## config.mk

```make
export PLATFORM = sky130hd
export DESIGN_NAME = utf16_to_utf8_encoder_unit
export DESIGN_NICKNAME = d
export VERILOG_FILES = /design/src/hw/rtl/ut8e_pkg.sv /design/src/hw/rtl/utf16_to_utf8_encoder_unit.sv /design/src/hw/rtl/ut8e_front.sv /design/src/hw/rtl/ut8e_queue.sv /design/src/hw/rtl/ut8e_back.sv
export SDC_FILE = /design/constraint.sdc
export NUM_CORES = 1
export LEC_CHECK = 0
export BUFFER_PORTS_ARGS = -buffer_cell sky130_fd_sc_hd__buf_2
export CORE_MARGIN = 5
export CORE_UTILIZATION = 32
export DETAILED_ROUTE_END_ITERATION = 6
export GPL_ROUTABILITY_DRIVEN = 0
export MAX_ROUTING_LAYER = met4
export PLACE_DENSITY_LB_ADDON = 0.25
export SYNTH_ARGS = -nofsm -noshare
export SYNTH_HDL_FRONTEND = slang
export SYNTH_SLANG_ARGS = --single-unit
```

## constraint.sdc

```tcl
create_clock -name aclk -period 7.45 [get_ports aclk]
set_input_delay 1.49 -clock aclk [delete_from_list [all_inputs] [get_ports aclk]]
set_output_delay 1.49 -clock aclk [all_outputs]
set_load 0.02 [all_outputs]
```

## src/hw/rtl/ut8e_pkg.sv

```systemverilog
// shared types, constants and the code point encoder for the utf-16 to utf-8 unit
`default_nettype none
package ut8e_pkg;

    localparam int UNIT_W    = 16;
    localparam int BYTE_W    = 8;
    localparam int CP_W      = 21;
    localparam int MAX_BYTES = 6;
    localparam int CNT_W     = 3;

    localparam logic [5:0] HIGH_SURR_TAG = 6'b110110;
    localparam logic [5:0] LOW_SURR_TAG  = 6'b110111;

    localparam logic [CP_W-1:0]   SUPP_BASE = 21'h10000;
    localparam logic [CP_W-1:0]   REPL_CP   = 21'h00fffd;
    localparam logic [BYTE_W-1:0] REPL_B0   = 8'hef;
    localparam logic [BYTE_W-1:0] REPL_B1   = 8'hbf;
    localparam logic [BYTE_W-1:0] REPL_B2   = 8'hbd;

    typedef logic [MAX_BYTES-1:0][BYTE_W-1:0] byte_vec_t;

    // one queued job: the bytes caused by one accepted unit
    typedef struct packed {
        byte_vec_t        bytes;
        logic [CNT_W-1:0] count;
        logic             eot;
    } job_t;

    typedef struct packed {
        logic [3:0][BYTE_W-1:0] b;
        logic [CNT_W-1:0]       len;
    } enc_t;

    typedef struct packed {
        logic full;
        logic valid;
    } queue_stat_t;

    function automatic enc_t encode_point(input logic [CP_W-1:0] cp);
        enc_t e;
        begin
            e.b   = '0;
            e.len = '0;
            if (cp < 21'h80) begin
                e.b[0] = {1'b0, cp[6:0]};
                e.len  = 3'd1;
            end else if (cp < 21'h800) begin
                e.b[0] = {3'b110, cp[10:6]};
                e.b[1] = {2'b10, cp[5:0]};
                e.len  = 3'd2;
            end else if (cp < SUPP_BASE) begin
                e.b[0] = {4'b1110, cp[15:12]};
                e.b[1] = {2'b10, cp[11:6]};
                e.b[2] = {2'b10, cp[5:0]};
                e.len  = 3'd3;
            end else begin
                e.b[0] = {5'b11110, cp[20:18]};
                e.b[1] = {2'b10, cp[17:12]};
                e.b[2] = {2'b10, cp[11:6]};
                e.b[3] = {2'b10, cp[5:0]};
                e.len  = 3'd4;
            end
            return e;
        end
    endfunction

endpackage
`default_nettype wire

```

## src/hw/rtl/utf16_to_utf8_encoder_unit.sv

```systemverilog
// with the queue empty, a unit's job is queued first, then its first byte is registered
// output: one byte per cycle while m_ready is high, 1 to 6 per unit (3 for most bmp text)
// a unit that only holds a high surrogate makes no output
// input takes a unit whenever the two-entry job queue has room, also while bytes drain
// reset: synchronous active-low aresetn clears the held surrogate, the queue and m_valid
`default_nettype none
module utf16_to_utf8_encoder_unit (
    input  wire logic        aclk,
    input  wire logic        aresetn,
    input  wire logic        s_valid,
    output logic             s_ready,
    input  wire logic [15:0] s_code_unit,
    input  wire logic        s_end_of_text,
    output logic             m_valid,
    input  wire logic        m_ready,
    output logic [7:0]       m_out_byte,
    output logic             m_last_of_run,
    output logic             m_text_done
);

    logic                  push, pop;
    ut8e_pkg::job_t        push_job, head;
    ut8e_pkg::queue_stat_t q_stat;

    ut8e_front u_front (
        .aclk          (aclk),
        .aresetn       (aresetn),
        .s_valid       (s_valid),
        .s_ready       (s_ready),
        .s_code_unit   (s_code_unit),
        .s_end_of_text (s_end_of_text),
        .q_stat        (q_stat),
        .push          (push),
        .push_job      (push_job)
    );

    ut8e_queue u_queue (
        .aclk     (aclk),
        .aresetn  (aresetn),
        .push     (push),
        .push_job (push_job),
        .pop      (pop),
        .head     (head),
        .q_stat   (q_stat)
    );

    ut8e_back u_back (
        .aclk          (aclk),
        .aresetn       (aresetn),
        .head          (head),
        .q_stat        (q_stat),
        .pop           (pop),
        .m_valid       (m_valid),
        .m_ready       (m_ready),
        .m_out_byte    (m_out_byte),
        .m_last_of_run (m_last_of_run),
        .m_text_done   (m_text_done)
    );

endmodule
`default_nettype wire

```

## src/hw/rtl/ut8e_front.sv

```systemverilog
// front end: accepts code units, tracks the held high surrogate, builds byte jobs
`default_nettype none
module ut8e_front (
    input  wire logic                         aclk,
    input  wire logic                         aresetn,
    input  wire logic                         s_valid,
    output logic                              s_ready,
    input  wire logic [ut8e_pkg::UNIT_W-1:0]  s_code_unit,
    input  wire logic                         s_end_of_text,
    input  wire ut8e_pkg::queue_stat_t        q_stat,
    output logic                              push,
    output ut8e_pkg::job_t                    push_job
);

    logic       held_valid_reg, held_valid_next;
    logic [9:0] held_bits_reg, held_bits_next;

    logic                          accept;
    logic                          is_high, is_low, pair, prefix, has_point;
    logic [ut8e_pkg::CP_W-1:0]     cp;
    ut8e_pkg::enc_t                enc;

    assign s_ready = !q_stat.full;
    assign accept  = s_valid && s_ready;

    assign is_high = s_code_unit[15:10] == ut8e_pkg::HIGH_SURR_TAG;
    assign is_low  = s_code_unit[15:10] == ut8e_pkg::LOW_SURR_TAG;
    assign pair    = held_valid_reg && is_low;
    // held high surrogate not completed: replacement first, then the new unit
    assign prefix  = held_valid_reg && !is_low;

    always_comb begin
        cp        = ut8e_pkg::REPL_CP;
        has_point = 1'b1;
        if (pair) begin
            cp = ut8e_pkg::SUPP_BASE + {1'b0, held_bits_reg, s_code_unit[9:0]};
        end else if (is_high) begin
            has_point = s_end_of_text;
        end else if (!is_low) begin
            cp = {5'b0, s_code_unit};
        end
    end

    assign enc = ut8e_pkg::encode_point(cp);

    always_comb begin
        push_job.eot = s_end_of_text;
        if (prefix) begin
            push_job.bytes[0] = ut8e_pkg::REPL_B0;
            push_job.bytes[1] = ut8e_pkg::REPL_B1;
            push_job.bytes[2] = ut8e_pkg::REPL_B2;
            push_job.bytes[3] = enc.b[0];
            push_job.bytes[4] = enc.b[1];
            push_job.bytes[5] = enc.b[2];
            push_job.count    = has_point ? 3'(enc.len + 3'd3) : 3'd3;
        end else begin
            push_job.bytes[0] = enc.b[0];
            push_job.bytes[1] = enc.b[1];
            push_job.bytes[2] = enc.b[2];
            push_job.bytes[3] = enc.b[3];
            push_job.bytes[4] = '0;
            push_job.bytes[5] = '0;
            push_job.count    = has_point ? enc.len : 3'd0;
        end
    end

    // a unit that only gets held makes no job
    assign push = accept && (push_job.count != 3'd0);

    always_comb begin
        held_valid_next = held_valid_reg;
        held_bits_next  = held_bits_reg;
        if (accept) begin
            held_valid_next = !pair && is_high && !s_end_of_text;
            held_bits_next  = held_valid_next ? s_code_unit[9:0] : 10'd0;
        end
    end

    always_ff @(posedge aclk) begin
        if (!aresetn) begin
            held_valid_reg <= 1'b0;
            held_bits_reg  <= '0;
        end else begin
            held_valid_reg <= held_valid_next;
            held_bits_reg  <= held_bits_next;
        end
    end

endmodule
`default_nettype wire

```

## src/hw/rtl/ut8e_queue.sv

```systemverilog
// two-entry job queue between front and back
`default_nettype none
module ut8e_queue (
    input  wire logic                  aclk,
    input  wire logic                  aresetn,
    input  wire logic                  push,
    input  wire ut8e_pkg::job_t        push_job,
    input  wire logic                  pop,
    output ut8e_pkg::job_t             head,
    output ut8e_pkg::queue_stat_t      q_stat
);

    ut8e_pkg::job_t entry_reg [2];
    logic           wr_ptr_reg, wr_ptr_next;
    logic           rd_ptr_reg, rd_ptr_next;
    logic [1:0]     fill_reg, fill_next;

    assign head         = entry_reg[rd_ptr_reg];
    assign q_stat.full  = fill_reg == 2'd2;
    assign q_stat.valid = fill_reg != 2'd0;

    always_comb begin
        wr_ptr_next = push ? !wr_ptr_reg : wr_ptr_reg;
        rd_ptr_next = pop ? !rd_ptr_reg : rd_ptr_reg;
        fill_next   = fill_reg;
        if (push && !pop) begin
            fill_next = fill_reg + 2'd1;
        end else if (pop && !push) begin
            fill_next = fill_reg - 2'd1;
        end
    end

    always_ff @(posedge aclk) begin
        if (push) begin
            entry_reg[wr_ptr_reg] <= push_job;
        end
    end

    always_ff @(posedge aclk) begin
        if (!aresetn) begin
            wr_ptr_reg <= 1'b0;
            rd_ptr_reg <= 1'b0;
            fill_reg   <= 2'd0;
        end else begin
            wr_ptr_reg <= wr_ptr_next;
            rd_ptr_reg <= rd_ptr_next;
            fill_reg   <= fill_next;
        end
    end

endmodule
`default_nettype wire

```

## src/hw/rtl/ut8e_back.sv

```systemverilog
// back end: head job into byte_reg, one byte per cycle unless stalled
`default_nettype none
module ut8e_back (
    input  wire logic                          aclk,
    input  wire logic                          aresetn,
    input  wire ut8e_pkg::job_t                head,
    input  wire ut8e_pkg::queue_stat_t         q_stat,
    output logic                               pop,
    output logic                               m_valid,
    input  wire logic                          m_ready,
    output logic [ut8e_pkg::BYTE_W-1:0]        m_out_byte,
    output logic                               m_last_of_run,
    output logic                               m_text_done
);

    logic [ut8e_pkg::CNT_W-1:0]  idx_reg, idx_next;
    logic                        valid_reg, valid_next;
    logic [ut8e_pkg::BYTE_W-1:0] byte_reg;
    logic                        last_reg, done_reg;

    logic                        load, is_last;
    logic [ut8e_pkg::BYTE_W-1:0] sel_byte;

    assign load    = q_stat.valid && (!valid_reg || m_ready);
    assign is_last = idx_reg == 3'(head.count - 3'd1);
    assign pop     = load && is_last;

    always_comb begin
        unique case (idx_reg)
            3'd0:    sel_byte = head.bytes[0];
            3'd1:    sel_byte = head.bytes[1];
            3'd2:    sel_byte = head.bytes[2];
            3'd3:    sel_byte = head.bytes[3];
            3'd4:    sel_byte = head.bytes[4];
            3'd5:    sel_byte = head.bytes[5];
            default: sel_byte = '0;
        endcase
    end

    always_comb begin
        idx_next   = idx_reg;
        valid_next = valid_reg;
        if (!valid_reg || m_ready) begin
            valid_next = q_stat.valid;
        end
        if (load) begin
            idx_next = is_last ? 3'd0 : 3'(idx_reg + 3'd1);
        end
    end

    always_ff @(posedge aclk) begin
        if (load) begin
            byte_reg <= sel_byte;
            last_reg <= is_last;
            done_reg <= is_last && head.eot;
        end
    end

    always_ff @(posedge aclk) begin
        if (!aresetn) begin
            idx_reg   <= '0;
            valid_reg <= 1'b0;
        end else begin
            idx_reg   <= idx_next;
            valid_reg <= valid_next;
        end
    end

    assign m_valid       = valid_reg;
    assign m_out_byte    = byte_reg;
    assign m_last_of_run = last_reg;
    assign m_text_done   = done_reg;

endmodule
`default_nettype wire

```

# Word level (Yosys, flattened, before mapping)
# Memory sizes are Yosys's and may differ from the RTL's. A register that Yosys moved wholly into a read port is not among the register bits.
# Cells that the tools add are included.
# totals
out_inout_bits	12
in_bits	21
register_bits	29
ram_bits	104
word_cells	77
mem_count	1
# mem_list
memory	words	width	read_ports	rd_ports_with_merged_regs	wr	line	rtl
u_queue.entry_reg	2	52	1	1	1	ut8e_queue.sv:13	ut8e_pkg::job_t entry_reg [2];
# classes
muxes	23
n_eq_ne	9
addsub	6
reduce_logical	25
order_cmp	3
# op_table
operator	count
2-to-1 mux 51 bit	1
one-hot mux 8 bit (6 select lines)	1
2-to-1 mux 21 bit	2
2-to-1 mux 16 bit	2
2-to-1 mux 25 bit	1
2-to-1 mux 24 bit	1
adder 17 x 20 -> 21 bit, first input constant	1
< comparator 21 x 12 -> 1 bit, second input constant	1
< comparator 21 x 17 -> 1 bit, second input constant	1
< comparator 21 x 8 -> 1 bit, second input constant	1
2-to-1 mux 19 bit	1
equality test 6 bit, second input constant	2
logical AND 1 bit	11
2-to-1 mux 11 bit	1
2-to-1 mux 10 bit	1
logical NOT 1 bit	9
2-to-1 mux 3 bit	3
2-to-1 mux 8 bit	1
equality test 3 x 2 -> 1 bit, second input constant	2
equality test 3 bit, second input constant	2
2-to-1 mux 1 bit	6
2-to-1 mux 2 bit	2
nonzero test 2 bit	2
adder 3 x 1 -> 3 bit, second input constant	1
10 further kinds	10

# Longest topological paths before layout
# Gate-level depths: netlist (run 1).
# depth
depth_word	17
depth_mapped	16
depth_no_buf	15

# Modules after synthesis
# A second synthesis (run 1) with hierarchy kept.
# hier_totals
hier_cells	526
hier_area_um2	6590.1
# modules_own_cells
mod	cells_each	instances	seq_area_each_um2	area_each_um2
ut8e_queue	184	1	3223.1	3991.3
ut8e_front	249	1	220.2	1621.6
ut8e_back	93	1	380.4	977.2

# Least setup slack after synthesis (run 1)
# No wires, ideal clock.
# synth_path
kind	input to register
startpoint	input port s_code_unit[14]
endpoint	memory u_queue.entry_reg[0][0] (netlist bit) (enable)
stages	13
slack_ns	2.447
setup_time_ns	0.409
arrival_time_ns	4.594
required_ns	7.041
n_path_buf	2
cell_sequence	and4_4 > buf_6 > nand3_1 > a21oi_1 > and3_1 > buf_2 > a21oi_1 > ha_1 > o31ai_1 > nand2_1 > o211a_1 > a31oi_2 > and2_1
# synth_between
elab_chain_len	15
word_cells_on_any_way	24
cone_classes	1 x add/sub; 3 x order compare; 2 x eq/ne; 13 x mux; 5 x reduce/logical
# synth_lines
item	line	rtl
from (decl)	utf16_to_utf8_encoder_unit.sv:12	input wire logic [15:0] s_code_unit,
equality test 6 bit	ut8e_front.sv:27	assign is_low = s_code_unit[15:10] == ut8e_pkg::LOW_SURR_TAG;
2-to-1 mux 16 bit	ut8e_front.sv:39	end else if (!is_low) begin
2-to-1 mux 21 bit	ut8e_front.sv:37	end else if (is_high) begin
2-to-1 mux 21 bit	ut8e_front.sv:35	if (pair) begin
< comparator 21 x 17 -> 1 bit	ut8e_pkg.sv:51	end else if (cp < SUPP_BASE) begin
2-to-1 mux 25 bit	ut8e_pkg.sv:51	
2-to-1 mux 19 bit	ut8e_pkg.sv:47	end else if (cp < 21'h800) begin
2-to-1 mux 11 bit	ut8e_pkg.sv:44	if (cp < 21'h80) begin
adder 3 x 2 -> 3 bit	ut8e_front.sv:55	push_job.count = has_point ? 3'(enc.len + 3'd3) : 3'd3;
2-to-1 mux 3 bit	ut8e_front.sv:55	
2-to-1 mux 51 bit *	ut8e_front.sv:48	if (prefix) begin
nonzero test 3 bit *	ut8e_front.sv:68	assign push = accept && (push_job.count != 3'd0);
logical AND 1 bit *	ut8e_front.sv:68	
named net push	utf16_to_utf8_encoder_unit.sv:21	logic push, pop;
2-to-1 mux 1 bit *	ut8e_queue.sv:34	if (push) begin
2-to-1 mux 1 bit (implied by the code) *	ut8e_queue.sv:35	entry_reg[wr_ptr_reg] <= push_job;
to (decl)	ut8e_queue.sv:13	
# The timed path passes the listed nets; every way through them passes the cells marked *.

# Worst setup path in the final report (run 1)
# layout_path
startpoint	input port s_code_unit[14]
endpoint	memory u_queue.entry_reg[1][9] (netlist bit) (enable)
# The elaborated chain is that of the path after synthesis.

==> flow_summary_export.csv, run 1 <==
group,metric,value,unit
layout,design_area,0.006855,mm^2
die,pin_count,33,
critical_path,crit_slowest_cell,"and2_2",
clock_tree,cts_tree,"done",
global_route,grt_use_total,15.00,%
timing,worst_slack,2.494,ns
clock_tree,cts_root_buffer,"clkbuf_16",
layout,final_cell_count_no_fill,762,
clock_tree,clock_path_buffers,2,
timing,fin_crit_sh,66.52,%
global_route,antenna_found_initial,0,
run,max_cap_viol_count,0,
clock_tree,cts_made_buffers,17,
synth,ys_warn_count,0,
critical_path,crit_required,7.56,ns
layout,largest_reg_flops,94,
synth,avgSynthCellArea,12.02,um^2
layout,fin_util,37.90,%
timing,slew_viol_final,0,
timing,setup_viol,0,
drt,vias,4158,
timing,tns,0,ns
synth,synthTopCellsByArea,"edfxtp_1, dfxtp_1, mux2_2, nand2_1, mux4_2",
clock_tree,insertion_delay,0.42,ns
synth,syn_area,0.005901,mm^2
layout,syn2layout_area_growth,16.18,%
critical_path,cp_top_family,"simple AND/OR/NAND/NOR gates",
global_route,grt_start_max_net_pins,48,
layout,nets,550,
layout,antenna_cells,0,
global_route,grt_pass1_wl,24020,um
critical_path,crit_path_frequent_cell,"nand2_1",
power_and_ir_drop,p_leak,2.405,nW
synth,synth_cell_types,61,
hold_path,min_path_type,"register to register",
timing,skew,0.007739,ns
synth,synth_top_area_share,52.93,%
critical_path,critPathBufInv,2,
drt,via_per_inst,5.457,
clock_tree,cts_resized,0,
timing,finalWorstPathRequiredPeriod,4.956,ns
power_and_ir_drop,vdd_drop_max,0.0001587,V
clock_tree,cts_hold_buf,0,
critical_path,worst-setup-path-type,"primary input to register",
critical_path,worstPathArrival,5.06,ns
synth,async_reset_ff_share,0,%
place,port_buffers,32,
critical_path,cp-start-kind,"primary input",
synth,synthCells,491,
timing,rsz0062_at_grt,"false",
critical_path,endpoint_kind,"register",
critical_path,cpPeakStageDelay,0.73,ns
synth,synth_seq_cells,124,
layout,drive_gt1_share,20.08,%
die,die_area,0.02125,mm^2
clock_tree,htree_levels,4,
place,postPlaceCellArea,0.006257,mm^2
die,rows,49,
timing,worst_pin_slew,1.195,ns
place,dpl_worst_slack,2.087,ns
place,dp_hpwl,10260,um
critical_path,worst-path-max-fanout,33,
timing,max_freq,0.2018,GHz
drt,ant_nets,0,
drt,drt_iter0_drc,327,
synth,ys_seq_area_share,59.71,%
run_status,status,"finished, final reports clean",
clock_tree,cts_setup_buffers,0,
synth,synth-edff-count,104,
die,initial_core_util,32.63,%
place,place_inst,730,
global_route,grt.overflow.total,0,
die,die_height,145.8,um
drt,detail_route.wl_per_cell,19.68,um
timing,maxSlewHeadroom,20.31,%
timing,fin_hold_ws,0.4709,ns
drt,first_pass_iters,5,
die,die_width,145.8,um
synth,synthFlopType,"edfxtp_1",
synth,synth_nets,521,
global_route,grt_pass1_vias,4154,
clock_tree,cts.sinks,124,
clock_tree,clk_pin_slew,0.05,ns
power_and_ir_drop,power.total,2.108,mW
power_and_ir_drop,power_density,307.5,mW/mm^2
die,core,0.01809,mm^2
drt,drc_errors,0,
critical_path,worstPathCellList,"buf_2 > nand4_2 > nor3_1 > nand2_1 > a21oi_1 > ha_1 > o31ai_1 > nand2_1 > o211a_1 > a31oi_2 > and2_2 > buf_4",
synth,synth_top_area_cell,"edfxtp_1",
timing,hold_viol,0,
drt,routed_wl,15000,um
==> cells in the final DEF (no fill, tap or decap), drive strengths merged, types with 7 or more instances in the layout <==
cell and n:
edfxtp 104, nand2 49, a31oi 7, buf 37, inv 14, o21ai 26
a22oi 13, ha 9, nor2 48, nor3 13, nand3 15, mux2 22
a21oi 25, mux2i 9, clkinv 9, dfxtp 20, mux4 8, clkbuf 18
==> metal layers <==
layer  wire [um]  GRT usage [%]
met1        6867          20.22
met2        7000          22.82
met3         836          2.959
met4         291          4.891
met5           0              -
==> cell type report <==
class / instances / area [um^2]
multi-input combinational: 327 / 2200
sequential: 124 / 3525
inverter: 13 / 48.80
timing repair buffer: 37 / 197.7
fill: 1738 / 11230
clock buffer: 18 / 429.2
tap: 229 / 286.5
clock inverter: 14 / 168.9
==> kinds of logic after synthesis <==
kind of cell	Yosys count	synth area share (%)
fa+ha+maj	9	1.908
mux	39	8.779
buf+inv	40	3.053
simple gates	155	12.11
flops	124	59.71
compound gates	115	13.10
xor+xnor	9	1.336
==> report_power, final <==
part           switching, mW  total (mW)  internal [mW]  leakage (nW)
Sequential            0.0290       0.903          0.874          1.12
Combinational          0.241       0.365          0.124         0.989
Clock                  0.314       0.840          0.526         0.292
Total                  0.583        2.11           1.52          2.41
==> cells in the mapped netlist, types with 5 or more instances <==
cell	count
edfxtp_1	104
nand2_1	49
nor2_1	47
a21oi_1	25
o21ai_0	25
mux2_2	22
dfxtp_1	20
clkbuf_1	16
nand3_1	15
a22oi_1	13
inv_1	12
nor3_1	12
ha_1	9
mux2i_1	9
mux4_2	8
a31oi_1	6
and2_1	6
nor2b_1	6
or3_1	5
xnor2_1	5
==> tightest hold or removal path, delay by kind of cell, from the launching register on <==
kind,cells,cell delay (ns)
flops,1,0.31
mux,1,0.05
simple gates,1,0.05
==> final timing paths <==
check                                        startpoint  slack, ns  cells past startpoint                                end
setup / recovery                        s_code_unit[14]       2.49                     12  u_queue.entry_reg[1][9]$_DFFE_PP_
hold / removal          u_queue.wr_ptr_reg$_SDFFE_PN0P_       0.47                      2    u_queue.wr_ptr_reg$_SDFFE_PN0P_
setup reg to reg  u_front.held_bits_reg[6]$_SDFFE_PN0P_       3.12                     12  u_queue.entry_reg[1][9]$_DFFE_PP_
hold reg to reg         u_queue.wr_ptr_reg$_SDFFE_PN0P_       0.47                      2    u_queue.wr_ptr_reg$_SDFFE_PN0P_
Note: power is estimated with default switching activity, not from simulation.
==> run 2, diff against run 1 <==
- clock period: 7.45 -> 4.4 ns (I/O delays scaled with it)
==> flow_summary_export.csv, run 2 (synthesized netlist as in run 1, its figures left out) <==
group,metric,value,unit
hold_path,min_path_type,"register to register",
clock_tree,cts_root_buffer,"clkbuf_16",
global_route,grt_pass1_wl,23210,um
drt,first_pass_iters,5,
timing,worst_slack,0.7271,ns
timing,skew,0.009276,ns
global_route,grt_use_total,14.50,%
timing,hold_viol,0,
layout,fin_util,37.88,%
timing,maxSlewHeadroom,44.42,%
clock_tree,cts_tree,"done",
critical_path,worstPathArrival,4.00,ns
place,port_buffers,32,
power_and_ir_drop,p_seq_share,44.8,%
critical_path,crit_required,4.73,ns
run,max_cap_viol_count,0,
global_route,grt_pass1_vias,4132,
drt,drc_errors,0,
clock_tree,htree_levels,4,
timing,finalWorstPathRequiredPeriod,3.673,ns
die,pin_count,33,
layout,antenna_cells,0,
drt,via_per_inst,5.431,
die,core,0.01809,mm^2
timing,slew_viol_final,0,
die,die_area,0.02125,mm^2
timing,rsz0062_at_grt,"false",
place,dpl_worst_slack,0.3519,ns
power_and_ir_drop,p_leak,2.394,nW
power_and_ir_drop,power_density,497.0,mW/mm^2
clock_tree,clock_path_buffers,2,
die,die_height,145.8,um
clock_tree,insertion_delay,0.42,ns
run_status,status,"finished, final reports clean",
power_and_ir_drop,p_int,2.464,mW
critical_path,endpoint_kind,"register",
timing,max_freq,0.2723,GHz
timing,worst_pin_slew,0.8317,ns
layout,syn2layout_area_growth,16.12,%
layout,fillCellCount,1768,
drt,detail_route.wl_per_cell,19.25,um
global_route,grt_start_max_net_pins,48,
global_route,antenna_found_initial,0,
layout,final_cell_mix,"edfxtp_1, nand2_1, nor2_1",
power_and_ir_drop,combPwrFrac,18.3,%
critical_path,worst-setup-path-type,"primary input to register",
clock_tree,cts_made_buffers,17,
clock_tree,cts_resized,0,
timing,tns,0,ns
layout,layout_commonest_cell,"edfxtp_1",
layout,drive_gt1_share,19.93,%
global_route,grt.overflow.total,0,
drt,vias,4160,
timing,setup_viol,0,
clock_tree,cts_setup_buffers,0,
clock_tree,clk_pin_slew,0.05,ns
power_and_ir_drop,vdd_drop_max,0.0002693,V
die,rows,49,
layout,largest_reg_flops,94,
clock_tree,cts_hold_buf,0,
die,initial_core_util,32.63,%
drt,ant_nets,0,
power_and_ir_drop,swShare,27.65,%
power_and_ir_drop,p_clk_share,36.8,%
critical_path,cp-start-kind,"primary input",
place,dp_hpwl,10060,um
drt,routed_wl,14740,um
power_and_ir_drop,power_switching,0.9416,mW
die,die_width,145.8,um
critical_path,worst-path-max-fanout,12,
layout,nets,555,
timing,fin_crit_sh,83.47,%
drt,drt_iter0_drc,396,
clock_tree,cts.sinks,124,
run 2: changes by cell type in the layout (fill, tap and decap cells not counted):
cell | previous run | this run
clkbuf_1 | 1 | 2
clkinvlp_4 | 1 | 3
buf_4 | 5 | 8
inv_6 | 2 | 1
clkinv_1 | 2 | 5
clkinv_4 | 4 | 2
clkinv_2 | 3 | 1
bufinv_16 | 3 | 1
buf_12 | 0 | 2
run 2: metrics by stage:
stage                     total power, mW  std cells  area, um^2  hold WS (ns)
after floorplan                     1.972        491        5901        0.4432
after global placement              2.182        735        6320        0.4541
after detailed placement            2.190        735        6320        0.4670
after CTS                           3.451        766        6852        0.4742
after global routing                3.567        766        6852        0.5193
final                               3.405        766        6852        0.4661
run 2: critical path: stages:
cell and delay [ns]:
buf_2 0.14, and4_4 0.32, nand3_1 0.20, o31ai_1 0.50, and3_1 0.29, a21oi_1 0.06
ha_1 0.30, o31ai_1 0.06, nand2_1 0.09, o211a_1 0.15, a31oi_2 0.21, ha_1 0.30
or3_1 0.35, a21oi_1 0.14
run 2: layout make-up:
type	instances	area [um^2]	share of cell area, %
inverters	13	48.80	0.7122
clock inverters	12	98.84	1.443
multi-input cells	327	2200	32.10
clock buffers	19	432.9	6.318
flip-flops and latches	124	3525	51.44
well taps	229	286.5	4.182
repair buffers	42	260.3	3.798
run 2: power groups by stage:
stage	clock, mW	combinational, mW	sequential (mW)
2_1_floorplan	0	0.370	1.60
3_3_place_gp	0	0.635	1.55
3_5_place_dp	0	0.637	1.55
4_1_cts	1.28	0.639	1.53
5_1_grt	1.33	0.687	1.55
6_report	1.25	0.624	1.53
run 2: final timing paths:
| path | startpoint | to | cells past startpoint | slack [ns] |
|---|---|---|---|---|
| setup reg to reg | u_front.held_bits_reg[6]$_SDFFE_PN0P_ | u_queue.fill_reg[1]$_SDFFE_PN0P_ | 14 | 0.96 |
| hold / removal | u_queue.wr_ptr_reg$_SDFFE_PN0P_ | u_queue.wr_ptr_reg$_SDFFE_PN0P_ | 2 | 0.47 |
| setup / recovery | s_code_unit[14] | u_queue.fill_reg[1]$_SDFFE_PN0P_ | 14 | 0.73 |
| hold reg to reg | u_queue.wr_ptr_reg$_SDFFE_PN0P_ | u_queue.wr_ptr_reg$_SDFFE_PN0P_ | 2 | 0.47 |
run 2: metal layers:
metal | global-route usage [%] | part of all wire (%) | up-vias
met5 | - | 0 | -
met3 | 3.395 | 5.9 | 13
met4 | 5.413 | 1.1 | 0
met1 | 19.28 | 45 | 2057
met2 | 21.63 | 48 | 151
li1 | - | - | 1939
